==> config.mk <==
export PLATFORM = sky130hd
export DESIGN_NAME = bezier_point_evaluator
export DESIGN_NICKNAME = d
export VERILOG_FILES = /design/src/design/bpe_pkg.sv /design/src/design/bpe_dp.sv /design/src/design/bpe_ctrl.sv /design/src/design/bezier_point_evaluator.sv
export SDC_FILE = /design/constraint.sdc
export NUM_CORES = 2
export LEC_CHECK = 0
export ABC_CLOCK_PERIOD_IN_PS = 11120
export BUFFER_PORTS_ARGS = -buffer_cell sky130_fd_sc_hd__buf_2
export CAP_MARGIN = 0
export CORE_UTILIZATION = 40
export DETAILED_ROUTE_END_ITERATION = 12
export PLACE_DENSITY_LB_ADDON = 0.25
export SKIP_CTS_REPAIR_TIMING = 1
export SYNTH_ARGS = -nofsm -noshare
export SYNTH_HDL_FRONTEND = slang
export SYNTH_SLANG_ARGS = --single-unit
export TNS_END_PERCENT = 100
==> constraint.sdc <==
create_clock -name clk -period 11.12 [get_ports clk]
set_input_delay 0.556 -clock clk [delete_from_list [all_inputs] [get_ports clk]]
set_output_delay 0.556 -clock clk [all_outputs]
set_load 0.01 [all_outputs]
==> src/design/bpe_pkg.sv <==
package bpe_pkg;

	// Default build values
	localparam int MAX_POINTS_DEF = 16;
	localparam int COORD_BITS_DEF = 10;
	localparam int FRAC_BITS_DEF  = 16;

	// Fixed field and format widths
	localparam int OP_W    = 3;
	localparam int PIX_W   = 10;
	localparam int ADDR_W  = 6;
	localparam int COUNT_W = 7;
	localparam int T_W     = 17;
	localparam int T_BITS  = 16;
	localparam int RAD_W   = 4;

	localparam logic [T_W-1:0]   T_ONE          = 17'd65536;
	localparam logic [RAD_W-1:0] HIT_RADIUS_RST = 4'd2;

	typedef enum logic [OP_W-1:0] {
		OP_APPEND   = 3'd0,
		OP_MOVE     = 3'd1,
		OP_DELETE   = 3'd2,
		OP_REM_LAST = 3'd3,
		OP_CLEAR    = 3'd4,
		OP_FIND     = 3'd5,
		OP_EVAL     = 3'd6,
		OP_NOP      = 3'd7
	} op_t;

	typedef enum logic [2:0] {
		ST_OK        = 3'd0,
		ST_FULL      = 3'd1,
		ST_BAD_INDEX = 3'd2,
		ST_NOT_FOUND = 3'd3,
		ST_TOO_FEW   = 3'd4
	} status_t;

	typedef enum logic [3:0] {
		S_IDLE,
		S_EXEC,
		S_DEL_RD,
		S_DEL_WR,
		S_FIND_RD,
		S_FIND_CMP,
		S_EV_RD,
		S_EV_DRAIN,
		S_DONE
	} state_t;

	typedef struct packed {
		logic [OP_W-1:0]   operation;
		logic [PIX_W-1:0]  x_in;
		logic [PIX_W-1:0]  y_in;
		logic [ADDR_W-1:0] index_in;
		logic [T_W-1:0]    t_in;
	} in_item_t;

	typedef struct packed {
		logic [2:0]         status;
		logic [PIX_W-1:0]   x_out;
		logic [PIX_W-1:0]   y_out;
		logic [ADDR_W-1:0]  index_out;
		logic [COUNT_W-1:0] count_out;
	} out_item_t;

	// Controller to datapath
	typedef struct packed {
		logic              cap;
		logic              pt_we;
		logic              pt_wsel;
		logic [ADDR_W-1:0] pt_waddr;
		logic              rd_en;
		logic [ADDR_W-1:0] rd_addr;
		logic              ev_vld;
		logic              ev_first;
		logic              ev_src_pts;
		logic [ADDR_W-1:0] ev_waddr;
	} cmd_t;

	// Datapath to controller
	typedef struct packed {
		logic             hit;
		logic [PIX_W-1:0] res_x;
		logic [PIX_W-1:0] res_y;
	} dp_stat_t;

endpackage

==> src/design/bpe_dp.sv <==
module bpe_dp #(
	parameter int MAX_POINTS = bpe_pkg::MAX_POINTS_DEF,
	parameter int COORD_BITS = bpe_pkg::COORD_BITS_DEF,
	parameter int FRAC_BITS  = bpe_pkg::FRAC_BITS_DEF
) (
	input  logic                          clk,
	input  logic                          arst_n,
	input  logic                          cfg_we,
	input  logic [bpe_pkg::RAD_W-1:0]     cfg_data,
	input  bpe_pkg::in_item_t             item,
	input  bpe_pkg::cmd_t                 cmd,
	output bpe_pkg::dp_stat_t             st
);

	localparam int AW = $clog2(MAX_POINTS);
	localparam int W  = COORD_BITS + FRAC_BITS;
	localparam int PW = W + 19;

	logic [bpe_pkg::RAD_W-1:0] radius_q;
	logic [COORD_BITS-1:0]     x_q, y_q;
	logic [bpe_pkg::T_W-1:0]   t_q;

	logic [COORD_BITS-1:0] px_mem [MAX_POINTS];
	logic [COORD_BITS-1:0] py_mem [MAX_POINTS];
	logic [W-1:0]          wx_mem [MAX_POINTS];
	logic [W-1:0]          wy_mem [MAX_POINTS];
	logic [COORD_BITS-1:0] px_rd_q, py_rd_q;
	logic [W-1:0]          wx_rd_q, wy_rd_q;

	logic          vld_s1, first_s1, src_s1;
	logic [AW-1:0] waddr_s1;
	logic [W-1:0]  prev_x_q, prev_y_q;
	logic          vld_s2;
	logic [AW-1:0] waddr_s2;
	logic signed [PW-1:0] prod_x_s2, prod_y_s2;
	logic [W-1:0]  a_x_s2, a_y_s2;
	logic [W-1:0]  last_x_q, last_y_q;

	logic [COORD_BITS-1:0] dist_x, dist_y;
	logic [W-1:0]          bx, by, nx, ny;
	logic signed [W:0]     dfx, dfy;
	logic signed [17:0]    ts;

	// Hit radius register
	always_ff @(posedge clk or negedge arst_n) begin
		if (!arst_n) begin
			radius_q <= bpe_pkg::HIT_RADIUS_RST;
		end else if (cfg_we) begin
			radius_q <= cfg_data;
		end
	end

	// Capture operands, saturate t at one
	always_ff @(posedge clk) begin
		if (cmd.cap) begin
			x_q <= COORD_BITS'(item.x_in);
			y_q <= COORD_BITS'(item.y_in);
			t_q <= (item.t_in > bpe_pkg::T_ONE) ? bpe_pkg::T_ONE : item.t_in;
		end
	end

	// Point table
	always_ff @(posedge clk) begin
		if (cmd.pt_we) begin
			px_mem[cmd.pt_waddr[AW-1:0]] <= cmd.pt_wsel ? px_rd_q : x_q;
			py_mem[cmd.pt_waddr[AW-1:0]] <= cmd.pt_wsel ? py_rd_q : y_q;
		end
		if (cmd.rd_en) begin
			px_rd_q <= px_mem[cmd.rd_addr[AW-1:0]];
			py_rd_q <= py_mem[cmd.rd_addr[AW-1:0]];
		end
	end

	// Interpolation scratch
	always_ff @(posedge clk) begin
		if (vld_s2) begin
			wx_mem[waddr_s2] <= nx;
			wy_mem[waddr_s2] <= ny;
		end
		if (cmd.rd_en) begin
			wx_rd_q <= wx_mem[cmd.rd_addr[AW-1:0]];
			wy_rd_q <= wy_mem[cmd.rd_addr[AW-1:0]];
		end
	end

	// Per-axis distance test for find
	always_comb begin
		dist_x = (x_q >= px_rd_q) ? (x_q - px_rd_q) : (px_rd_q - x_q);
		dist_y = (y_q >= py_rd_q) ? (y_q - py_rd_q) : (py_rd_q - y_q);
	end

	// Stage 1: pick source, form t * (b - a)
	always_comb begin
		bx  = src_s1 ? {px_rd_q, {FRAC_BITS{1'b0}}} : wx_rd_q;
		by  = src_s1 ? {py_rd_q, {FRAC_BITS{1'b0}}} : wy_rd_q;
		dfx = $signed({1'b0, bx}) - $signed({1'b0, prev_x_q});
		dfy = $signed({1'b0, by}) - $signed({1'b0, prev_y_q});
		ts  = $signed({1'b0, t_q});
	end

	// Stage 2: a + floor(t * (b - a) / one)
	always_comb begin
		nx = a_x_s2 + W'(prod_x_s2 >>> bpe_pkg::T_BITS);
		ny = a_y_s2 + W'(prod_y_s2 >>> bpe_pkg::T_BITS);
	end

	always_ff @(posedge clk or negedge arst_n) begin
		if (!arst_n) begin
			vld_s1 <= 1'b0;
			vld_s2 <= 1'b0;
		end else begin
			vld_s1 <= cmd.ev_vld;
			vld_s2 <= vld_s1 && !first_s1;
		end
	end

	always_ff @(posedge clk) begin
		first_s1  <= cmd.ev_first;
		src_s1    <= cmd.ev_src_pts;
		waddr_s1  <= cmd.ev_waddr[AW-1:0];
		if (vld_s1) begin
			prev_x_q <= bx;
			prev_y_q <= by;
		end
		prod_x_s2 <= ts * dfx;
		prod_y_s2 <= ts * dfy;
		a_x_s2    <= prev_x_q;
		a_y_s2    <= prev_y_q;
		waddr_s2  <= waddr_s1;
		if (vld_s2) begin
			last_x_q <= nx;
			last_y_q <= ny;
		end
	end

	assign st.hit   = (dist_x <= COORD_BITS'(radius_q)) && (dist_y <= COORD_BITS'(radius_q));
	assign st.res_x = bpe_pkg::PIX_W'(last_x_q >> FRAC_BITS);
	assign st.res_y = bpe_pkg::PIX_W'(last_y_q >> FRAC_BITS);

endmodule

==> src/design/bpe_ctrl.sv <==
module bpe_ctrl #(
	parameter int MAX_POINTS = bpe_pkg::MAX_POINTS_DEF
) (
	input  logic                clk,
	input  logic                arst_n,
	input  logic                item_valid,
	output logic                item_stall,
	input  bpe_pkg::in_item_t   item,
	output logic                result_valid,
	input  logic                result_stall,
	output bpe_pkg::out_item_t  result,
	output bpe_pkg::cmd_t       cmd,
	input  bpe_pkg::dp_stat_t   st
);

	localparam int CW = $clog2(MAX_POINTS + 1);
	localparam logic [CW-1:0] MAXC = CW'(MAX_POINTS);

	bpe_pkg::state_t  state_q, state_d;
	bpe_pkg::op_t     op_q;
	bpe_pkg::status_t stat_q, stat_d;
	logic [bpe_pkg::ADDR_W-1:0] idx_q, ires_q, ires_d;
	logic [CW-1:0] count_q, count_d, i_q, i_d, lvl_q, lvl_d;
	logic          drain_q, drain_d, src_q, src_d, evok_q, evok_d;
	logic          res_valid_q;
	bpe_pkg::out_item_t res_q;
	logic          load_res, accept, idx_bad;
	logic [CW:0]   i_p2;

	assign accept     = item_valid && !item_stall;
	assign item_stall = (state_q != bpe_pkg::S_IDLE);
	assign load_res   = (state_q == bpe_pkg::S_DONE) && (!res_valid_q || !result_stall);
	assign idx_bad    = ({1'b0, idx_q} >= bpe_pkg::COUNT_W'(count_q));
	assign i_p2       = {1'b0, i_q} + (CW + 1)'(2);

	// State and sequencing registers
	always_ff @(posedge clk or negedge arst_n) begin
		if (!arst_n) begin
			state_q <= bpe_pkg::S_IDLE;
			count_q <= '0;
			i_q     <= '0;
			lvl_q   <= '0;
			drain_q <= 1'b0;
			src_q   <= 1'b0;
			evok_q  <= 1'b0;
			stat_q  <= bpe_pkg::ST_OK;
			ires_q  <= '0;
		end else begin
			state_q <= state_d;
			count_q <= count_d;
			i_q     <= i_d;
			lvl_q   <= lvl_d;
			drain_q <= drain_d;
			src_q   <= src_d;
			evok_q  <= evok_d;
			stat_q  <= stat_d;
			ires_q  <= ires_d;
		end
	end

	// Latch operation and index on transfer
	always_ff @(posedge clk) begin
		if (accept) begin
			op_q  <= bpe_pkg::op_t'(item.operation);
			idx_q <= item.index_in;
		end
	end

	// Next state and datapath commands
	always_comb begin
		state_d = state_q;
		count_d = count_q;
		i_d     = i_q;
		lvl_d   = lvl_q;
		drain_d = drain_q;
		src_d   = src_q;
		evok_d  = evok_q;
		stat_d  = stat_q;
		ires_d  = ires_q;
		cmd     = '0;
		cmd.cap = accept;

		unique case (state_q)
			bpe_pkg::S_IDLE: begin
				if (accept) begin
					state_d = bpe_pkg::S_EXEC;
					stat_d  = bpe_pkg::ST_OK;
					ires_d  = '0;
					evok_d  = 1'b0;
				end
			end
			bpe_pkg::S_EXEC: begin
				state_d = bpe_pkg::S_DONE;
				unique case (op_q)
					bpe_pkg::OP_APPEND: begin
						if (count_q >= MAXC) begin
							stat_d = bpe_pkg::ST_FULL;
						end else begin
							cmd.pt_we    = 1'b1;
							cmd.pt_waddr = bpe_pkg::ADDR_W'(count_q);
							count_d      = count_q + 1'b1;
						end
					end
					bpe_pkg::OP_MOVE: begin
						if (idx_bad) begin
							stat_d = bpe_pkg::ST_BAD_INDEX;
						end else begin
							cmd.pt_we    = 1'b1;
							cmd.pt_waddr = idx_q;
						end
					end
					bpe_pkg::OP_DELETE: begin
						if (idx_bad) begin
							stat_d = bpe_pkg::ST_BAD_INDEX;
						end else if ({1'b0, idx_q} + 7'd1 < bpe_pkg::COUNT_W'(count_q)) begin
							i_d     = CW'(idx_q);
							state_d = bpe_pkg::S_DEL_RD;
						end else begin
							count_d = count_q - 1'b1;
						end
					end
					bpe_pkg::OP_REM_LAST: begin
						if (count_q != '0) begin
							count_d = count_q - 1'b1;
						end
					end
					bpe_pkg::OP_CLEAR: begin
						count_d = '0;
					end
					bpe_pkg::OP_FIND: begin
						if (count_q == '0) begin
							stat_d = bpe_pkg::ST_NOT_FOUND;
						end else begin
							i_d     = '0;
							state_d = bpe_pkg::S_FIND_RD;
						end
					end
					bpe_pkg::OP_EVAL: begin
						if (count_q < CW'(2)) begin
							stat_d = bpe_pkg::ST_TOO_FEW;
						end else begin
							lvl_d   = count_q - 1'b1;
							i_d     = '0;
							src_d   = 1'b1;
							state_d = bpe_pkg::S_EV_RD;
						end
					end
					bpe_pkg::OP_NOP: begin
					end
					default: begin
					end
				endcase
			end
			// Shift one point down per pass
			bpe_pkg::S_DEL_RD: begin
				cmd.rd_en   = 1'b1;
				cmd.rd_addr = bpe_pkg::ADDR_W'(i_q + 1'b1);
				state_d     = bpe_pkg::S_DEL_WR;
			end
			bpe_pkg::S_DEL_WR: begin
				cmd.pt_we    = 1'b1;
				cmd.pt_wsel  = 1'b1;
				cmd.pt_waddr = bpe_pkg::ADDR_W'(i_q);
				i_d          = i_q + 1'b1;
				if (i_p2 < {1'b0, count_q}) begin
					state_d = bpe_pkg::S_DEL_RD;
				end else begin
					count_d = count_q - 1'b1;
					state_d = bpe_pkg::S_DONE;
				end
			end
			// Scan points in order, stop at first hit
			bpe_pkg::S_FIND_RD: begin
				cmd.rd_en   = 1'b1;
				cmd.rd_addr = bpe_pkg::ADDR_W'(i_q);
				state_d     = bpe_pkg::S_FIND_CMP;
			end
			bpe_pkg::S_FIND_CMP: begin
				if (st.hit) begin
					ires_d  = bpe_pkg::ADDR_W'(i_q);
					state_d = bpe_pkg::S_DONE;
				end else if ({1'b0, i_q} + (CW + 1)'(1) < {1'b0, count_q}) begin
					i_d     = i_q + 1'b1;
					state_d = bpe_pkg::S_FIND_RD;
				end else begin
					stat_d  = bpe_pkg::ST_NOT_FOUND;
					state_d = bpe_pkg::S_DONE;
				end
			end
			// Stream one level into the interpolator
			bpe_pkg::S_EV_RD: begin
				cmd.rd_en      = 1'b1;
				cmd.rd_addr    = bpe_pkg::ADDR_W'(i_q);
				cmd.ev_vld     = 1'b1;
				cmd.ev_first   = (i_q == '0);
				cmd.ev_src_pts = src_q;
				cmd.ev_waddr   = bpe_pkg::ADDR_W'(i_q - 1'b1);
				if (i_q == lvl_q) begin
					i_d     = '0;
					drain_d = 1'b0;
					state_d = bpe_pkg::S_EV_DRAIN;
				end else begin
					i_d = i_q + 1'b1;
				end
			end
			// Let the last write of the level land
			bpe_pkg::S_EV_DRAIN: begin
				if (!drain_q) begin
					drain_d = 1'b1;
				end else if (lvl_q == CW'(1)) begin
					evok_d  = 1'b1;
					state_d = bpe_pkg::S_DONE;
				end else begin
					lvl_d   = lvl_q - 1'b1;
					src_d   = 1'b0;
					state_d = bpe_pkg::S_EV_RD;
				end
			end
			bpe_pkg::S_DONE: begin
				if (load_res) begin
					state_d = bpe_pkg::S_IDLE;
				end
			end
			default: begin
				state_d = bpe_pkg::S_IDLE;
			end
		endcase
	end

	// Result register
	always_ff @(posedge clk or negedge arst_n) begin
		if (!arst_n) begin
			res_valid_q <= 1'b0;
		end else if (load_res) begin
			res_valid_q <= 1'b1;
		end else if (!result_stall) begin
			res_valid_q <= 1'b0;
		end
	end

	always_ff @(posedge clk) begin
		if (load_res) begin
			res_q.status    <= stat_q;
			res_q.x_out     <= evok_q ? st.res_x : '0;
			res_q.y_out     <= evok_q ? st.res_y : '0;
			res_q.index_out <= ires_q;
			res_q.count_out <= bpe_pkg::COUNT_W'(count_q);
		end
	end

	assign result_valid = res_valid_q;
	assign result       = res_q;

	// Table never overfills
	a_count_max: assert property (@(posedge clk) disable iff (!arst_n)
		count_q <= MAXC)
		else $error("point count above table size");

	// Count moves only on execute or the last delete shift
	a_count_src: assert property (@(posedge clk) disable iff (!arst_n)
		(count_q != $past(count_q)) |->
		($past(state_q) == bpe_pkg::S_EXEC || $past(state_q) == bpe_pkg::S_DEL_WR))
		else $error("point count changed outside an update");

	// Level streaming stays within the active level
	a_ev_range: assert property (@(posedge clk) disable iff (!arst_n)
		(state_q == bpe_pkg::S_EV_RD) |-> (lvl_q != '0 && i_q <= lvl_q))
		else $error("evaluate read beyond level");

	// Successful evaluate needs at least two points
	a_ev_count: assert property (@(posedge clk) disable iff (!arst_n)
		(state_q == bpe_pkg::S_DONE && evok_q) |-> (count_q >= CW'(2)))
		else $error("evaluate finished with too few points");

	// A transfer starts execution next cycle
	a_accept: assert property (@(posedge clk) disable iff (!arst_n)
		accept |=> (state_q == bpe_pkg::S_EXEC))
		else $error("accepted item not executed");

endmodule

==> src/design/bezier_point_evaluator.sv <==
// Channel  | handshake                | payload
// ---------+--------------------------+---------------------------------
// item     | item_valid / item_stall  | item   (in_item_t)
// result   | result_valid/result_stall| result (out_item_t)
// cfg      | cfg_valid / cfg_ready    | cfg_data (hit radius)
//
// Append, move, remove last, clear and no-op finish in the execute state and go to the result register.
// Delete shifts each later point down with a read and a write; find reads and compares each point scanned.
// Evaluate with n points runs levels L = n-1 down to 1, each streamed through
// the single scratch read port and the two-stage interpolator.
// Reset clears the point count and sets the hit radius to 2; no clearing pass.
// Input stalls until the result loads; a stalled result holds the next one at its end.
module bezier_point_evaluator #(
	parameter int MAX_POINTS = bpe_pkg::MAX_POINTS_DEF,
	parameter int COORD_BITS = bpe_pkg::COORD_BITS_DEF,
	parameter int FRAC_BITS  = bpe_pkg::FRAC_BITS_DEF
) (
	input  logic                      clk,
	input  logic                      arst_n,
	input  logic                      item_valid,
	output logic                      item_stall,
	input  bpe_pkg::in_item_t         item,
	output logic                      result_valid,
	input  logic                      result_stall,
	output bpe_pkg::out_item_t        result,
	input  logic                      cfg_valid,
	output logic                      cfg_ready,
	input  logic [bpe_pkg::RAD_W-1:0] cfg_data
);

	bpe_pkg::cmd_t     cmd;
	bpe_pkg::dp_stat_t st;

	// Register write always completes
	assign cfg_ready = 1'b1;

	bpe_ctrl #(
		.MAX_POINTS(MAX_POINTS)
	) u_ctrl (
		.clk         (clk),
		.arst_n      (arst_n),
		.item_valid  (item_valid),
		.item_stall  (item_stall),
		.item        (item),
		.result_valid(result_valid),
		.result_stall(result_stall),
		.result      (result),
		.cmd         (cmd),
		.st          (st)
	);

	bpe_dp #(
		.MAX_POINTS(MAX_POINTS),
		.COORD_BITS(COORD_BITS),
		.FRAC_BITS (FRAC_BITS)
	) u_dp (
		.clk     (clk),
		.arst_n  (arst_n),
		.cfg_we  (cfg_valid && cfg_ready),
		.cfg_data(cfg_data),
		.item    (item),
		.cmd     (cmd),
		.st      (st)
	);

endmodule
Word level (Yosys, flattened, before mapping)
Memory sizes are Yosys's and may differ from the RTL's. A register that Yosys moved wholly into a read port is not among the register bits.
Index checks and enable logic that the tools add are counted.

cells by class
  reduce and logical (&&, ||, !) cells = 32
  $mul = 2
  bitwise gates (word level) = 0
  shift operators = 0
  $add $sub $neg = 16
  equal/unequal tests = 44
  order comparisons = 11
  multiplexer cells = 81
  divide/modulo/power cells = 0

operators with widths
  cell                                                    count
  multiplier 18 x 27 -> 42 bit                            2
  2-to-1 mux 5 bit                                        16
  2-to-1 mux 4 bit                                        14
  subtractor 26 x 26 -> 27 bit                            2
  adder 26 bit                                            2
  2-to-1 mux 26 bit                                       2
  2-to-1 mux 10 bit                                       4
  case mux 5 bit (4 select lines)                         2
  subtractor 10 bit                                       4
  case mux 4 bit (9 select lines)                         1
  2-to-1 mux 3 bit                                        7
  greater-or-equal comparator 10 bit                      2
  less-or-equal comparator 10 x 4 -> 1 bit                2
  case mux 5 bit (2 select lines)                         2
  inequality test 3 x 2 -> 1 bit (second input constant)  6
  > comparator 17 bit (second input constant)             1
  2-to-1 mux 1 bit                                        17
  == test 4 x 3 -> 1 bit (second input constant)          4
  case mux 4 bit (2 select lines)                         2
  inequality test 3 bit (second input constant)           5
  case mux 5 bit (3 select lines)                         1
  inequality test 2 x 1 -> 1 bit (second input constant)  7
  inequality test 2 bit (second input constant)           7
  case mux 7 bit (2 select lines)                         1
  other kinds (46)                                        73

word-level totals
  output and inout port bits = 39
  input bits = 55
  memories kept = 4
  bits in read-only memories = 0
  flip-flop bits (word level) = 368
  bits in latches = 0
  memory bits (writable) = 1,152
  word-level logic and storage cells = 225

memory list
  name         words  width  read ports  clocked after memory_dff  wr ports  RTL line      RTL
  u_dp.wx_mem  16     26     1           1                         1         bpe_dp.sv:25  logic [W-1:0] wx_mem [MAX_POINTS];
  u_dp.wy_mem  16     26     1           1                         1         bpe_dp.sv:26  logic [W-1:0] wy_mem [MAX_POINTS];
  u_dp.px_mem  16     10     1           1                         1         bpe_dp.sv:23  logic [COORD_BITS-1:0] px_mem [MAX_POINTS];
  u_dp.py_mem  16     10     1           1                         1         bpe_dp.sv:24  logic [COORD_BITS-1:0] py_mem [MAX_POINTS];

Longest topological paths before layout
  word-level depth = 6
  depth in mapped cells = 39
  depth with buffers taken out = 36

Hierarchy
From an unflattened synthesis, not the netlist that was laid out.

second synthesis, totals
  cells, all modules = 6,953
  area total of the unflattened synthesis = 94,040.2 um^2

by module, submodules not included
  module                  sequential area each (um^2)  cells each  instances  area each (um^2)
  bpe_dp                  42,462.0                     6,487       1          89,425.8
  bpe_ctrl                2,037.0                      464         1          4,603.2
  bezier_point_evaluator  0.0                          2           1          11.3

Worst setup path before layout
OpenSTA, ideal clock, no wires.

  path type = register to register
  start = register u_dp.src_s1
  end = register u_dp.prod_y_s2[41]
  library setup time = 0.118 ns
  setup slack = 1.925 ns
  path buffers = 3
  data arrival time = 9.077 ns
  stages on the path, launching flop included = 36
  period minus slack after synthesis = 9.195 ns
  data required time = 11.002 ns
  cells stage by stage = dfxtp_1 > clkbuf_1 > clkbuf_1 > nand2b_1 > ha_1 > inv_1 > fa_1 > a21oi_1 > nor2b_1 > a311o_1 > o31ai_1 > o21ai_1 > a211o_1 > a41o_1 > a21o_1 > a21oi_2 > buf_6 > mux2i_1 > fa_1 > inv_1 > fa_1 > fa_1 > inv_1 > fa_1 > fa_1 > inv_1 > fa_1 > inv_1 > ha_1 > and3_1 > a221o_1 > o211ai_1 > a21oi_1 > o31ai_1 > xnor3_1 > xnor2_1

between the ends
  word-level cells in the longest chain between the ends = 3

RTL lines
  element                       RTL line       RTL
  start, declared               bpe_dp.sv:30   logic vld_s1, first_s1, src_s1;
  start signal, assigned        bpe_dp.sv:119  src_s1 <= cmd.ev_src_pts;
  2-to-1 mux 26 bit             bpe_dp.sv:95   by = src_s1 ? {py_rd_q, {FRAC_BITS{1'b0}}} : wy_rd_q;
  subtractor 26 x 26 -> 27 bit  bpe_dp.sv:97   dfy = $signed({1'b0, by}) - $signed({1'b0, prev_y_q});
  multiplier 18 x 27 -> 42 bit  bpe_dp.sv:126  prod_y_s2 <= ts * dfy;
  end signal, assigned          bpe_dp.sv:126
  end, declared                 bpe_dp.sv:35   logic signed [PW-1:0] prod_x_s2, prod_y_s2;

Every way passes these cells.
A chain may end at the register's enable or synchronous reset.

Final worst setup path
  start = register u_dp.src_s1
  end = register u_dp.prod_x_s2[41]

between the ends
  word-level cells in the longest chain between the ends = 3

RTL lines
  element                       RTL line       RTL
  2-to-1 mux 26 bit             bpe_dp.sv:94   bx = src_s1 ? {px_rd_q, {FRAC_BITS{1'b0}}} : wx_rd_q;
  named net u_dp.bx[1]          bpe_dp.sv:40   logic [W-1:0] bx, by, nx, ny;
  subtractor 26 x 26 -> 27 bit  bpe_dp.sv:96   dfx = $signed({1'b0, bx}) - $signed({1'b0, prev_x_q});
  multiplier 18 x 27 -> 42 bit  bpe_dp.sv:125  prod_x_s2 <= ts * dfx;
  end signal, assigned          bpe_dp.sv:125
  end, declared                 bpe_dp.sv:35

The timed path passes the listed nets, and every way through them passes these cells.

==> impl_results.md <==
* Worst r2r src: u_dp.src_s1
* RSZ-0062 raised after global routing: no
* EDFF count, synth at between 1,000 and 1,500
* Total vias in the final route at 62,520
* Top cell type's share of synthesized area at a little over two fifths
* CP required at 11.79 ns
* Vias in the first global route at between 60,000 and 70,000
* Die area at around 240,000 um^2
* Final hold violation count at 0
* Crit path max fanout at between 40 and 50
* Total Routed Length at between 200 and 300 mm
* Pin count of the biggest net entering global routing at 194
* R2R depth at 34
* Die width at 492.0 um
* Synth unique cells at 84
* WL/cell at 21.73 um
* Sequential area share after synthesis at 46.34%
* Area contributors post-synth: edfxtp_1 (43%), fa_1 (18%), ha_1 (4.9%)
* YS warnings at 0
* Final Cycle Share at 88.90%
* I/O Buffers at 89
* H-tree Lvls at 4
* Final setup viols at 0
* Worst-margin pin slew at 1.400 ns
* Mapped Cells at 8,414
* CP endpoint kind: flop
* CP Class: reg2reg
* DR vias/cell at approximately 5.3
* Crit path DAT at 10.56 ns
* Final nets at 9,750
* Reg clk slew, reported paths at 0.07 ns
* Max cap viols at 0
* Total GRT Usage at between 20% and 30%
* Primary FF master, synth: edfxtp_1
* Final Max Slew Viols at 0
* Bufs on Longest Clock Path at 3
* TNS Setup at 0 ns
* Final core utilization at 44.65%
* Cell area after synthesis at 96,030 um^2
* Async SR Flop Fraction at about 2.4%
* Post-layout min period at ~9.9 ns
* Starting Density at 40.30%
* Slowest CP cell: xnor2_1
* Max_slew headroom at 5.985%
* Overflow left after global routing at 0
* Clock Skew at 0.08570 ns
* Placed Area at 100,700 um^2
* Die Span Y at 492.0 um
* Crit path from: u_dp.src_s1
* First-pass GRT wire length at just under 400 mm
* Most frequent cell after synthesis: edfxtp_1
* Root Buffer: clkbuf_16
* Violated checks: DRC
* Most used cell, CP: fa_1
* Drt drc at 10
* Crit path to: u_dp.prod_x_s2[41]
* Core ar. at between 200,000 and 250,000 um^2
* Fmax at 101.2 MHz
* Status: finished, violations left
* Syn-to-layout area delta at 10.78%
* I/O pins at 94
* Initial antenna violation count at 10
* Worst R2R Setup Slack at 1.23 ns
* Num rows at roughly 180
* Worst skew pair latency at 0.84 ns
* Fin area at ~110,000 um^2
* Top cells by count, synth: edfxtp_1 (1,375), inv_1 (1,180), nand2_1 (1,112)
* CTS tree: done
* DRT Pass-1 Iters at 10
* RR Endpoint: u_dp.prod_x_s2[41]
* Worst Setup Start Kind: flop
* DRT iter0 DRCs at about 5,000
* Hold Path Class: in2reg
* Clock Sinks at 1,526
* Post-detail-place hpwl at 165.2 mm
* Leading area contributor after synthesis: edfxtp_1
* Placer Congestion at 0.8798
* Worst path max stage delay at 0.83 ns
* Share of cells above drive strength 1 at 7.496%
* Inserted Clock Buffers at 160
* Syn Area/Cell at 11.41 um^2
* #FFs+latches synth at 1,526
* ANT nets after route at 0
-- how the worst min path moves through the flow --
stage                           startpoint                 to  depth (start not counted)
after floorplan                     arst_n  u_ctrl.count_q[0]                          0
after global placement    u_dp.waddr_s1[0]   u_dp.waddr_s2[0]                          0
after detailed placement  u_dp.waddr_s1[0]   u_dp.waddr_s2[0]                          0
after CTS                         item[33]        u_dp.x_q[0]                          1
after global routing              item[16]       u_dp.t_q[16]                          1
final                          cfg_data[3]   u_dp.radius_q[3]                          3
-- sequential cells by signal (all words and copies together) (netlist names), 6 cells and up --
signal          cells
u_dp.wx_mem       416
u_dp.wy_mem       416
u_dp.px_mem       160
u_dp.py_mem       160
u_ctrl.result      33
u_dp.a_x_s2        26
u_dp.a_y_s2        26
u_dp.prev_x_q      26
u_dp.prev_y_q      26
u_dp.prod_x_s2     26
u_dp.prod_y_s2     26
u_dp.wx_rd_q       26
u_dp.wy_rd_q       26
u_dp.t_q           17
u_dp.last_x_q      10
u_dp.last_y_q      10
u_dp.px_rd_q       10
u_dp.py_rd_q       10
u_dp.x_q           10
u_dp.y_q           10
u_ctrl.idx_q        6
-- critical path, delay by kind of cell (launching register included) --
kind | cells | cell delay [ns]
compound gates | 10 | 2.50
xor+xnor | 2 | 1.21
fa+ha+maj | 8 | 3.63
buf+inv | 6 | 0.70
flops | 1 | 0.44
simple gates | 8 | 1.25
-- kinds of logic after synthesis --
group,after synthesis,share of synthesized area [%]
AND/OR/NAND/NOR,2385,12.16
buffers and inverters,1627,6.397
flip-flops,1526,46.34
other,2,0.007820
XOR/XNOR,193,1.789
adder cells (fa/ha/maj),1235,22.78
AO/OA/AOI/OAI,1385,9.850
multiplexers,61,0.6788
-- metrics by stage --
stage / hold WS [ns] / instances / setup slack, ns
after detailed placement: 0.3180 / 11440 / 1.093
after floorplan: 0.2604 / 8416 / 1.925
after global routing: 0.01882 / 11760 / 0.6046
final: 0.03603 / 11760 / 1.234
after global placement: 0.3195 / 11440 / 1.300
after CTS: -0.1615 / 11730 / 1.116
-- final cells by class --
class	count	area (um^2)
Fill cell	21860	131900
Multi-Input combinational cell	5263	45710
Sequential cell	1526	44500
Inverter	1180	4429
Clock buffer	199	4232
Tap cell	3167	3963
Timing Repair Buffer	330	2432
Clock inverter	93	1112
Antenna cell	5	12.51
-- metal layers --
metal | vias up | global-route usage (%) | share of wire [%]
met5 | - | 0 | 0.0098
met4 | 4 | 5.301 | 2.2
met3 | 325 | 2.550 | 5.3
met2 | 1743 | 35.27 | 48
met1 | 32060 | 29.60 | 45
li1 | 28390 | - | -
-- cell usage in the layout, fill, tap and decap left out, types with 18 or more instances in the layout --
cell type,n
nand2b_1,66
clkinv_2,23
edfxtp_1,1375
a21o_1,83
a311oi_1,150
mux2i_1,28
clkbuf_16,161
and2_1,738
buf_4,202
clkbuf_1,32
inv_1,1179
o21a_1,35
dfxtp_1,113
clkinv_1,30
xnor2_1,127
a21oi_1,300
dlygate4sd3_1,31
nor2_1,129
ha_1,378
nor3_1,35
nor2_2,18
and3_1,25
xor2_1,52
buf_2,89
a211oi_1,382
nand3_1,46
nand4_1,19
a31oi_1,159
dfrtp_1,35
mux2_2,32
fa_1,856
nor2b_1,114
o21ai_0,131
nand2_1,1111
Power is left out: the tool's default activity adds up to more than one toggle a clock period on the data nets, which glitch-free logic cannot reach.
